$ cat src/sdr_pkg.sv
`timescale 1ns / 1ps

package sdr_pkg;

    // Number of entries in the warm-range exponential table.
    localparam int EXP_TABLE_ENTRIES = 64;
    localparam int EXP_IDX_W         = $clog2(EXP_TABLE_ENTRIES);
    // (T - 20 C) * entries, with T - 20 C below 2^13.
    localparam int EXP_P_W           = 13 + $clog2(EXP_TABLE_ENTRIES);
    // Value divided by 1024 before the divide by five.
    localparam int EXP_V_W           = EXP_P_W - 10;
    // Reciprocal of five, ceil(2^17 / 5); exact for values below 43690.
    localparam logic [14:0] RECIP_5  = 15'd26215;
    localparam int RECIP_SHIFT       = 17;
    localparam int EXP_R_W           = EXP_V_W + 15;
    localparam int EXP_Q_W           = EXP_R_W - RECIP_SHIFT;

    // Temperature factor fits in 20 bits (exp stays below 16 in the table range).
    localparam int FT_W  = 20;
    // Water factor reaches 8 * 2^32.
    localparam int FW_W  = 35;
    // One quotient bit per divider stage.
    localparam int DIV_STEPS = 32;

    // Saturation ratio knees and water factor at the upper knee, Q16.16.
    localparam logic [31:0] X_LOW   = 32'd52429;
    localparam logic [31:0] X_HIGH  = 32'd58982;
    localparam logic [31:0] FW_KNEE = 32'd13107;

    // Temperature breakpoints, Q8.8.
    localparam logic signed [14:0] T_2C  = 15'sd512;
    localparam logic signed [14:0] T_6C  = 15'sd1536;
    localparam logic signed [14:0] T_20C = 15'sd5120;
    localparam logic signed [14:0] T_40C = 15'sd10240;

    // Slopes of the linear temperature branches, Q0.16.
    localparam logic [13:0] C_015 = 14'd9830;
    localparam logic [13:0] C_010 = 14'd6554;

    // Register map and reset values.
    typedef enum logic {
        REG_ALPHA_GAIN,
        REG_K_OVER_DT
    } reg_idx_t;

    localparam logic [15:0] ALPHA_RESET = 16'd6554;
    localparam logic [23:0] KDT_RESET   = 24'd1365;

    typedef struct packed {
        logic [15:0] alpha_gain;
        logic [23:0] k_over_dt;
    } cfg_t;

    // Per-layer values that ride alongside the divider.
    typedef struct packed {
        logic [FT_W-1:0] ft;
        logic [31:0]     cap;
        logic [31:0]     co2;
        logic            hot;
        logic            ws_zero;
    } side_t;

    typedef struct packed {
        logic [31:0] amount;
        logic        hot;
    } res_t;

    typedef logic [31:0] exp_table_t [EXP_TABLE_ENTRIES];

    // Shift-and-subtract quotient, used only while building the table.
    function automatic longint unsigned const_div(longint unsigned num_in,
                                                  longint unsigned den_in);
        longint unsigned quo;
        longint unsigned rem;
        quo = 0;
        rem = 0;
        for (int b = 63; b >= 0; b--)
        begin
            rem = {rem[62:0], num_in[b]};
            if (rem >= den_in)
            begin
                rem    = rem - den_in;
                quo[b] = 1'b1;
            end
        end
        return quo;
    endfunction

    // Builds exp(q) at the midpoint of each table interval, Q16.16 rounded.
    // The quadratic is evaluated exactly and exp is a Taylor sum in Q8.24.
    function automatic exp_table_t build_exp_table();
        exp_table_t      tbl;
        longint unsigned n;
        longint unsigned a;
        longint unsigned num;
        longint unsigned q;
        longint unsigned term;
        longint unsigned sum;
        logic            done;
        n = longint'(EXP_TABLE_ENTRIES);
        for (int i = 0; i < EXP_TABLE_ENTRIES; i++)
        begin
            a    = 2 * n + 2 * longint'(i) + 1;
            num  = 470 * n * n + 193 * a * a - 270 * a * n;
            q    = const_div(num << 24, 1000 * n * n);
            term = 64'd1 << 24;
            sum  = term;
            done = 1'b0;
            for (int k = 1; k <= 40; k++)
            begin
                if (!done)
                begin
                    term = const_div((term * q) >> 24, 64'(k));
                    if (term == 0)
                    begin
                        done = 1'b1;
                    end
                    else
                    begin
                        sum = sum + term;
                    end
                end
            end
            tbl[i] = 32'((sum + 128) >> 8);
        end
        return tbl;
    endfunction

    localparam exp_table_t EXP_TABLE = build_exp_table();

endpackage

$ cat src/sdr_front.sv
`timescale 1ns / 1ps

module sdr_front
    import sdr_pkg::*;
(
    input  logic               clk,
    input  logic               rst_n,
    input  logic               adv,
    input  logic               in_valid,
    input  logic [31:0]        co2_rate,
    input  logic [15:0]        water_content,
    input  logic [15:0]        water_saturated,
    input  logic signed [14:0] temperature,
    input  logic [31:0]        nitrate_left,
    input  logic [23:0]        k_over_dt,
    output logic               out_valid,
    output logic [15:0]        out_wc,
    output logic [15:0]        out_ws,
    output side_t              out_side
);

    typedef enum logic [1:0] {
        FT_ZERO,
        FT_LIN,
        FT_WARM
    } ft_sel_t;

    // Stage one: branch choice and the raw products.
    ft_sel_t                  s1_sel_next;
    logic [13:0]              s1_coef;
    logic [12:0]              s1_opnd;
    logic signed [14:0]       t_minus_2c;
    logic signed [14:0]       t_minus_20c;
    logic [12:0]              warm_d;
    logic [26:0]              s1_lin_next;
    logic [EXP_P_W-1:0]       s1_expp_next;
    logic [55:0]              s1_cap_next;

    logic                     s1_valid_reg;
    ft_sel_t                  s1_sel_reg;
    logic [26:0]              s1_lin_reg;
    logic [EXP_P_W-1:0]       s1_expp_reg;
    logic [55:0]              s1_cap_reg;
    logic                     s1_hot_reg;
    logic [31:0]              s1_co2_reg;
    logic [15:0]              s1_wc_reg;
    logic [15:0]              s1_ws_reg;

    // Stage two: divide by five via reciprocal, cap saturation.
    logic [EXP_V_W-1:0]       s2_v;
    logic [EXP_R_W-1:0]       s2_recip_next;
    logic [31:0]              s2_cap_next;

    logic                     s2_valid_reg;
    ft_sel_t                  s2_sel_reg;
    logic [18:0]              s2_ftlin_reg;
    logic [EXP_R_W-1:0]       s2_recip_reg;
    logic [31:0]              s2_cap_reg;
    logic                     s2_hot_reg;
    logic [31:0]              s2_co2_reg;
    logic [15:0]              s2_wc_reg;
    logic [15:0]              s2_ws_reg;

    // Stage three: table read and factor select.
    logic [EXP_Q_W-1:0]       s3_q;
    logic [EXP_IDX_W-1:0]     s3_idx;
    logic [FT_W-1:0]          s3_ft_next;

    logic                     s3_valid_reg;
    side_t                    s3_side_reg;
    logic [15:0]              s3_wc_reg;
    logic [15:0]              s3_ws_reg;

    assign t_minus_2c  = temperature - T_2C;
    assign t_minus_20c = temperature - T_20C;
    assign warm_d      = t_minus_20c[12:0];

    // Pick the temperature branch and feed the shared linear multiplier.
    always_comb
    begin
        if (temperature < T_2C)
        begin
            s1_sel_next = FT_ZERO;
        end
        else if (temperature < T_20C)
        begin
            s1_sel_next = FT_LIN;
        end
        else
        begin
            s1_sel_next = FT_WARM;
        end

        if (temperature < T_6C)
        begin
            s1_coef = C_015;
            s1_opnd = t_minus_2c[12:0];
        end
        else
        begin
            s1_coef = C_010;
            s1_opnd = temperature[12:0];
        end

        s1_lin_next  = {13'd0, s1_coef} * {14'd0, s1_opnd};
        s1_expp_next = EXP_P_W'(warm_d) * EXP_P_W'(EXP_TABLE_ENTRIES);
        s1_cap_next  = {32'd0, k_over_dt} * {24'd0, nitrate_left};
    end

    // Stage two logic.
    always_comb
    begin
        s2_v          = s1_expp_reg[EXP_P_W-1:10];
        s2_recip_next = EXP_R_W'(s2_v) * EXP_R_W'(RECIP_5);
        if (|s1_cap_reg[55:48])
        begin
            s2_cap_next = '1;
        end
        else
        begin
            s2_cap_next = s1_cap_reg[47:16];
        end
    end

    // Stage three logic: table index is clamped to the last entry.
    always_comb
    begin
        s3_q = s2_recip_reg[EXP_R_W-1:RECIP_SHIFT];
        if (s3_q >= EXP_Q_W'(EXP_TABLE_ENTRIES))
        begin
            s3_idx = EXP_IDX_W'(EXP_TABLE_ENTRIES - 1);
        end
        else
        begin
            s3_idx = s3_q[EXP_IDX_W-1:0];
        end

        case (s2_sel_reg)
            FT_LIN:  s3_ft_next = {1'b0, s2_ftlin_reg};
            FT_WARM: s3_ft_next = EXP_TABLE[s3_idx][FT_W-1:0];
            default: s3_ft_next = '0;
        endcase
    end

    // Valid bits.
    always_ff @(posedge clk or negedge rst_n)
    begin
        if (!rst_n)
        begin
            s1_valid_reg <= 1'b0;
            s2_valid_reg <= 1'b0;
            s3_valid_reg <= 1'b0;
        end
        else if (adv)
        begin
            s1_valid_reg <= in_valid;
            s2_valid_reg <= s1_valid_reg;
            s3_valid_reg <= s2_valid_reg;
        end
    end

    // Payload registers.
    always_ff @(posedge clk)
    begin
        if (adv)
        begin
            s1_sel_reg   <= s1_sel_next;
            s1_lin_reg   <= s1_lin_next;
            s1_expp_reg  <= s1_expp_next;
            s1_cap_reg   <= s1_cap_next;
            s1_hot_reg   <= (temperature >= T_40C);
            s1_co2_reg   <= co2_rate;
            s1_wc_reg    <= water_content;
            s1_ws_reg    <= water_saturated;

            s2_sel_reg   <= s1_sel_reg;
            s2_ftlin_reg <= s1_lin_reg[26:8];
            s2_recip_reg <= s2_recip_next;
            s2_cap_reg   <= s2_cap_next;
            s2_hot_reg   <= s1_hot_reg;
            s2_co2_reg   <= s1_co2_reg;
            s2_wc_reg    <= s1_wc_reg;
            s2_ws_reg    <= s1_ws_reg;

            s3_side_reg.ft      <= s3_ft_next;
            s3_side_reg.cap     <= s2_cap_reg;
            s3_side_reg.co2     <= s2_co2_reg;
            s3_side_reg.hot     <= s2_hot_reg;
            s3_side_reg.ws_zero <= (s2_ws_reg == 16'd0);
            s3_wc_reg           <= s2_wc_reg;
            s3_ws_reg           <= s2_ws_reg;
        end
    end

    assign out_valid = s3_valid_reg;
    assign out_wc    = s3_wc_reg;
    assign out_ws    = s3_ws_reg;
    assign out_side  = s3_side_reg;

endmodule

$ cat config.mk
export PLATFORM = sky130hd
export DESIGN_NAME = sdr_front
export DESIGN_NICKNAME = d
export VERILOG_FILES = /design/src/sdr_pkg.sv /design/src/sdr_front.sv
export SDC_FILE = /design/constraint.sdc
export NUM_CORES = 2
export LEC_CHECK = 0
export ABC_AREA = 1
export BUFFER_PORTS_ARGS = -buffer_cell sky130_fd_sc_hd__buf_2
export CAP_MARGIN = 20
export CORE_AREA = 2 2 409 411
export DETAILED_ROUTE_END_ITERATION = 16
export DIE_AREA = 0 0 411 413
export GPL_ROUTABILITY_DRIVEN = 1
export PLACE_DENSITY = 0.5
export SETUP_SLACK_MARGIN = 0.2
export SLEW_MARGIN = 5
export SYNTH_ARGS = -nofsm -noshare
export SYNTH_HDL_FRONTEND = slang
export SYNTH_SLANG_ARGS = --single-unit
$ cat constraint.sdc
create_clock -name clk -period 3.9 [get_ports clk]
set_input_delay 0.39 -clock clk [delete_from_list [all_inputs] [get_ports clk]]
set_output_delay 0.39 -clock clk [all_outputs]
set_load 0.05 [all_outputs]
# After elaboration in Yosys (flattened, before gate mapping)

Memory sizes are Yosys's and may differ from the RTL's.
Index checks and enable logic that the tools add are counted.

Add/sub/neg operators: 2
Multiply operators: 3
Magnitude comparators: 6
Equal/unequal tests: 2
Muxes and demuxes: 7
Bitwise logic cells: 1
Reduce and logical (&&, ||, !) cells: 2

Operators by type and width:

| operator               | count |
|---|---|
| $mul 24x32->56         | 1 |
| $mux 20                | 2 |
| $pmux 20 s2            | 1 |
| $mul 14x13->27         | 1 |
| $mul 9x15->24 const B  | 1 |
| $logic_not 16->1       | 1 |
| $ge 15x15->1 const B   | 1 |
| $lt 15x11->1 const B   | 1 |
| $lt 15x12->1 const B   | 1 |
| $lt 15x14->1 const B   | 1 |
| $ge 7x7->1 const B     | 2 |
| $mux 14                | 1 |
| $mux 13                | 1 |
| $sub 13x11->13 const B | 1 |
| $sub 13x13->13 const B | 1 |
| $reduce_or 8->1        | 1 |
| $not 6->7              | 1 |
| $mux 6                 | 1 |
| $eq 2x1->1 const B     | 1 |
| $eq 2x2->1 const B     | 1 |
| $mux 2                 | 1 |

Bits in registers: 426
Bits in read-only memories: 2048
Input port bits: 139
Output and inout bits: 119
Word-level logic and storage cells: 50
Memories: 1

Memories:

| memory          | depth | bits a word | read ports | clocked after Yosys merged registers in | write ports | line             | text |
|---|---|---|---|---|---|---|---|
| (no name shown) | 64    | 32          | 1          | 0                                       | 0           | sdr_front.sv:140 | `FT_WARM: s3_ft_next = EXP_TABLE[s3_idx][FT_W-1:0];` |

# Depth between registers and ports, before layout

Word-level depth: 7
Gate-level depth with buffers: 30

# Worst setup path after synthesis

Ideal clock, no wire load.

Path type: input port to flip-flop
Start: input k_over_dt[3]
End: register s1_cap_reg[38], data pin
Setup time: 0.262 ns
Arrival: 5.597 ns
Data required time: 3.638 ns
Slack: -1.959 ns
Stages: 23
Cells stage by stage: clkbuf_1 > nand2_1 > fa_1 > inv_1 > fa_1 > inv_1 > fa_1 > fa_1 > fa_1 > inv_1 > fa_1 > inv_1 > fa_1 > inv_1 > ha_1 > nand2_1 > nor2_1 > nand2_1 > inv_1 > nand4_1 > nand3_1 > a21oi_1 > xor2_1

Longest elaborated chain between the ends: 1

Ends and longest elaborated chain:

| element                | line             | text |
|---|---|---|
| start: declaration     | sdr_front.sv:15  | `input logic [23:0] k_over_dt,` |
| $mul 24x32->56         | sdr_front.sv:107 | `s1_cap_next = {32'd0, k_over_dt} * {24'd0, nitrate_left};` |
| via s1_cap_next[38]    | sdr_front.sv:37  | `logic [55:0] s1_cap_next;` |
| end signal: assignment | sdr_front.sv:170 | `s1_cap_reg <= s1_cap_next;` |
| end: declaration       | sdr_front.sv:43  | `logic [55:0] s1_cap_reg;` |

The timed path passes the listed nets, and every way through them passes these cells.
A chain may end at the register's enable or synchronous reset.

# Worst setup path in the final report

Start: input nitrate_left[14]
End: register s1_cap_reg[27], data pin

Longest elaborated chain between the ends: 1

Ends and longest elaborated chain:

| element             | line             | text |
|---|---|---|
| start: declaration  | sdr_front.sv:14  | `input logic [31:0] nitrate_left,` |
| $mul 24x32->56      | sdr_front.sv:107 |  |
| via s1_cap_next[27] | sdr_front.sv:37  |  |

The timed path passes the listed nets, and every way through them passes these cells.

==> metrics.yaml <==
outcome: "finished, violations left"
violations: "setup timing"
worst-endpoint-required_ns: 4.26
final_common_cell: "inv_1"
tightest_slew_ns: 0.785
die_x_um: 411
synth_compound_area_frac: 0.0415
fmax_mhz: 177
clk_latency_ns: 0.64
yosysSeqAreaShare: 0.248
grt_most_used_layer: "met2"
worstPathMaxFanout: 16
initial_core_util: 0.278
grt_use_met2: 0.275
worstSetupPathType: "input pin to flip-flop"
antenna_found_initial: 8
period_share: 1.45
ff_latch_area_um2: 11400
synth_cell_type_count: 45
use_met1: 0.241
synth_fa_ha_area_frac: 0.421
synth_top_area_cell: "fa_1"
critPathTopFamily: "adder cells"
layout_common_cells: "inv_1, nand2_1, fa_1"
cts_sinks: 381
setup_violations: 61
ys_top_cells_by_area: "fa_1, edfxtp_1, inv_1, nand2_1, ha_1"
path_clk_slew_ns: 0.06
port_buffers: 257
multi_input_area_um2: 32100
arrival_ns: 6.00
grt_first_pass_wirelength_um: 223000
floorplan.rows: 150
finalWirelength_um: 143000
drt_iter0_markers: 2230
gp_congestion: 0.927
gr-usage-all-layers: 0.170
critPathBufInv: 9
io_pins: 258
grt_use_met3: 0.0198
cts_buffer_depth: 3
root_buffer: "clkbuf_16"
hold_viol_final: 0
die_y_um: 413
place_hpwl_um: 112000
grt_pass1_vias: 38600
fill_cells: 16800
syn_inst: 5211
hold_class: "input pin to async pin"
cap_viol_max_count: 0
cpMostUsedCell: "fa_1"
yosysWarnings: 0
synth-seq-cells: 381
layout_setup_ws_ns: -1.74
grt_setup_unrepaired: "true"
dieArea_um2: 170000
postSynthAreaPerCell_um2: 8.84
cts_max_level: 2
first_pass_iters: 6
grt-ovfl-total: 0
startpoint_type: "input pin"
largest_reg_flops: 86
max_stage_delay_ns: 0.56
core_area_um2: 166000
wl_per_cell_um: 17.2
yosysTopAreaCellShare: 0.333
vias: 36000
skew_ns: 0.0400
layout-area-overhead-vs-synth_pct: 35.0
syn-cell-area_um2: 46000
nets: 7286
fin_util: 0.375
period_minus_slack_ns: 5.64
relSlewSlack: 0.476
finalMaxSlewViolations: 0
worst_setup_path_end_kind: "flip-flop"
synth_top_family_by_area: "adder cells"
cts_made_buffers: 45
synth-simple-area-share: 0.141
synth_xor_area_frac: 0.00932
grt_start_max_net_pins: 89
cpMaxStageDelayCell: "fa_1"
antenna_left: 0
synth_mux_area_frac: 0.000245
cp_cell_sequence: "buf_6, buf_4, nand2_1, inv_1, fa_1, fa_1, inv_2, fa_1, fa_1, fa_1, inv_2, fa_1, inv_2, fa_1, inv_2, ha_4, nand2_4, nor2_4, inv_2, buf_6, nor3_4, a21oi_2, xnor2_2"
drc: 0
drive_above_1_share: 0.281
detail_route.vias_per_cell: 4.34
cts_tree: "built"
[metrics by stage]
step | setup WS (ns) | hold slack, ns | std cells | TNS (ns) | instance area [µm²]
global route | -1.87 | 0.0821 | 8295 | -88.12 | 62200
floorplan | -1.67 | 0.0944 | 5212 | -79.38 | 48000
CTS | -1.72 | 0.0425 | 8254 | -75.36 | 60600
detailed placement | -2.88 | 0.189 | 8018 | -131.35 | 55100
finish | -1.74 | 0.105 | 8297 | -78.97 | 62200
global placement | -2.89 | 0.186 | 8018 | -129.41 | 55100
[layer usage]
layer | vias up | share of wire | wire [µm]
met5 | - | 0.000091 | 13
met4 | 2 | 0.023 | 3280
met3 | 139 | 0.049 | 6990
met2 | 835 | 0.46 | 65600
met1 | 18000 | 0.47 | 67200
li1 | 17000 | - | -
[kinds of logic (layout without fill, tap and decap cells)]
| kind of cell | Yosys count | in the layout |
|---|---|---|
| AOI/OAI and AO/OA | 349 | 349 |
| xor gates and xnor gates | 49 | 49 |
| adders and majority gates | 1089 | 1089 |
| buffers and inverters | 1699 | 2578 |
| DFF | 381 | 381 |
| muxes | 1 | 1 |
| other | 1 | 4 |
| and+or+nand+nor | 1642 | 1642 |
[worst paths after layout]
kind / startpoint / slack [ns] / cells after the start / to
setup / recovery: nitrate_left[14] / -1.74 / 23 / s1_cap_reg[27]$_DFFE_PP_
hold / removal: rst_n / 0.10 / 2 / s2_valid_reg$_DFFE_PN0P_
setup reg to reg: s1_expp_reg[16]$_DFFE_PP_ / -0.07 / 13 / s2_recip_reg[23]$_DFFE_PP_
hold reg to reg: s1_co2_reg[10]$_DFFE_PP_ / 0.41 / 0 / s2_co2_reg[10]$_DFFE_PP_
max in group asynchronous: rst_n / 3.68 / 2 / out_valid$_DFFE_PN0P_
min in group clk: temperature[4] / 0.14 / 2 / s1_expp_reg[10]$_DFFE_PP_
[synth_stat cells (all sizes together)]
cell       n
mux2       1
nand3b     1
a21oi    150
inv     1526
xnor2     16
a22oi      1
o221ai     1
o31ai      6
nand4     20
nor3      21
a211oi     1
or2        6
o22ai      7
clkbuf   155
a221oi     1
a21o      10
clkinv     1
dfrtp      3
o21a       6
buf       17
conb       1
and2       4
a31oi     13
ha       324
nor4      13
nand2   1231
fa       765
xor2      33
edfxtp   378
nand3    113
nor2     233
a21boi     1
o211ai    14
o21ai    125
o21bai    13
[area by class of cell]
class                      instances  area share
antenna                            2   0.0000805
clock buffer                      53      0.0186
inverter                        1527      0.0926
multi-input combinational       3132       0.516
clock inverter                    27     0.00469
timing repair buffer             971       0.139
tap                             2204      0.0444
sequential                       381       0.184
[timing repair]
item | CTS | global route
resized for setup | 603 | 315
buffers inserted | 76 | 37
pin swaps | 252 | 227
hold buffers | 66 | 0
hold endpoints to repair | 68 | 0
endpoints found under the setup margin | 66 | 66
gates cloned | 14 | 5
Power is left out: the tool's default activity adds up to more than one toggle a clock period on the data nets, which glitch-free logic cannot reach.
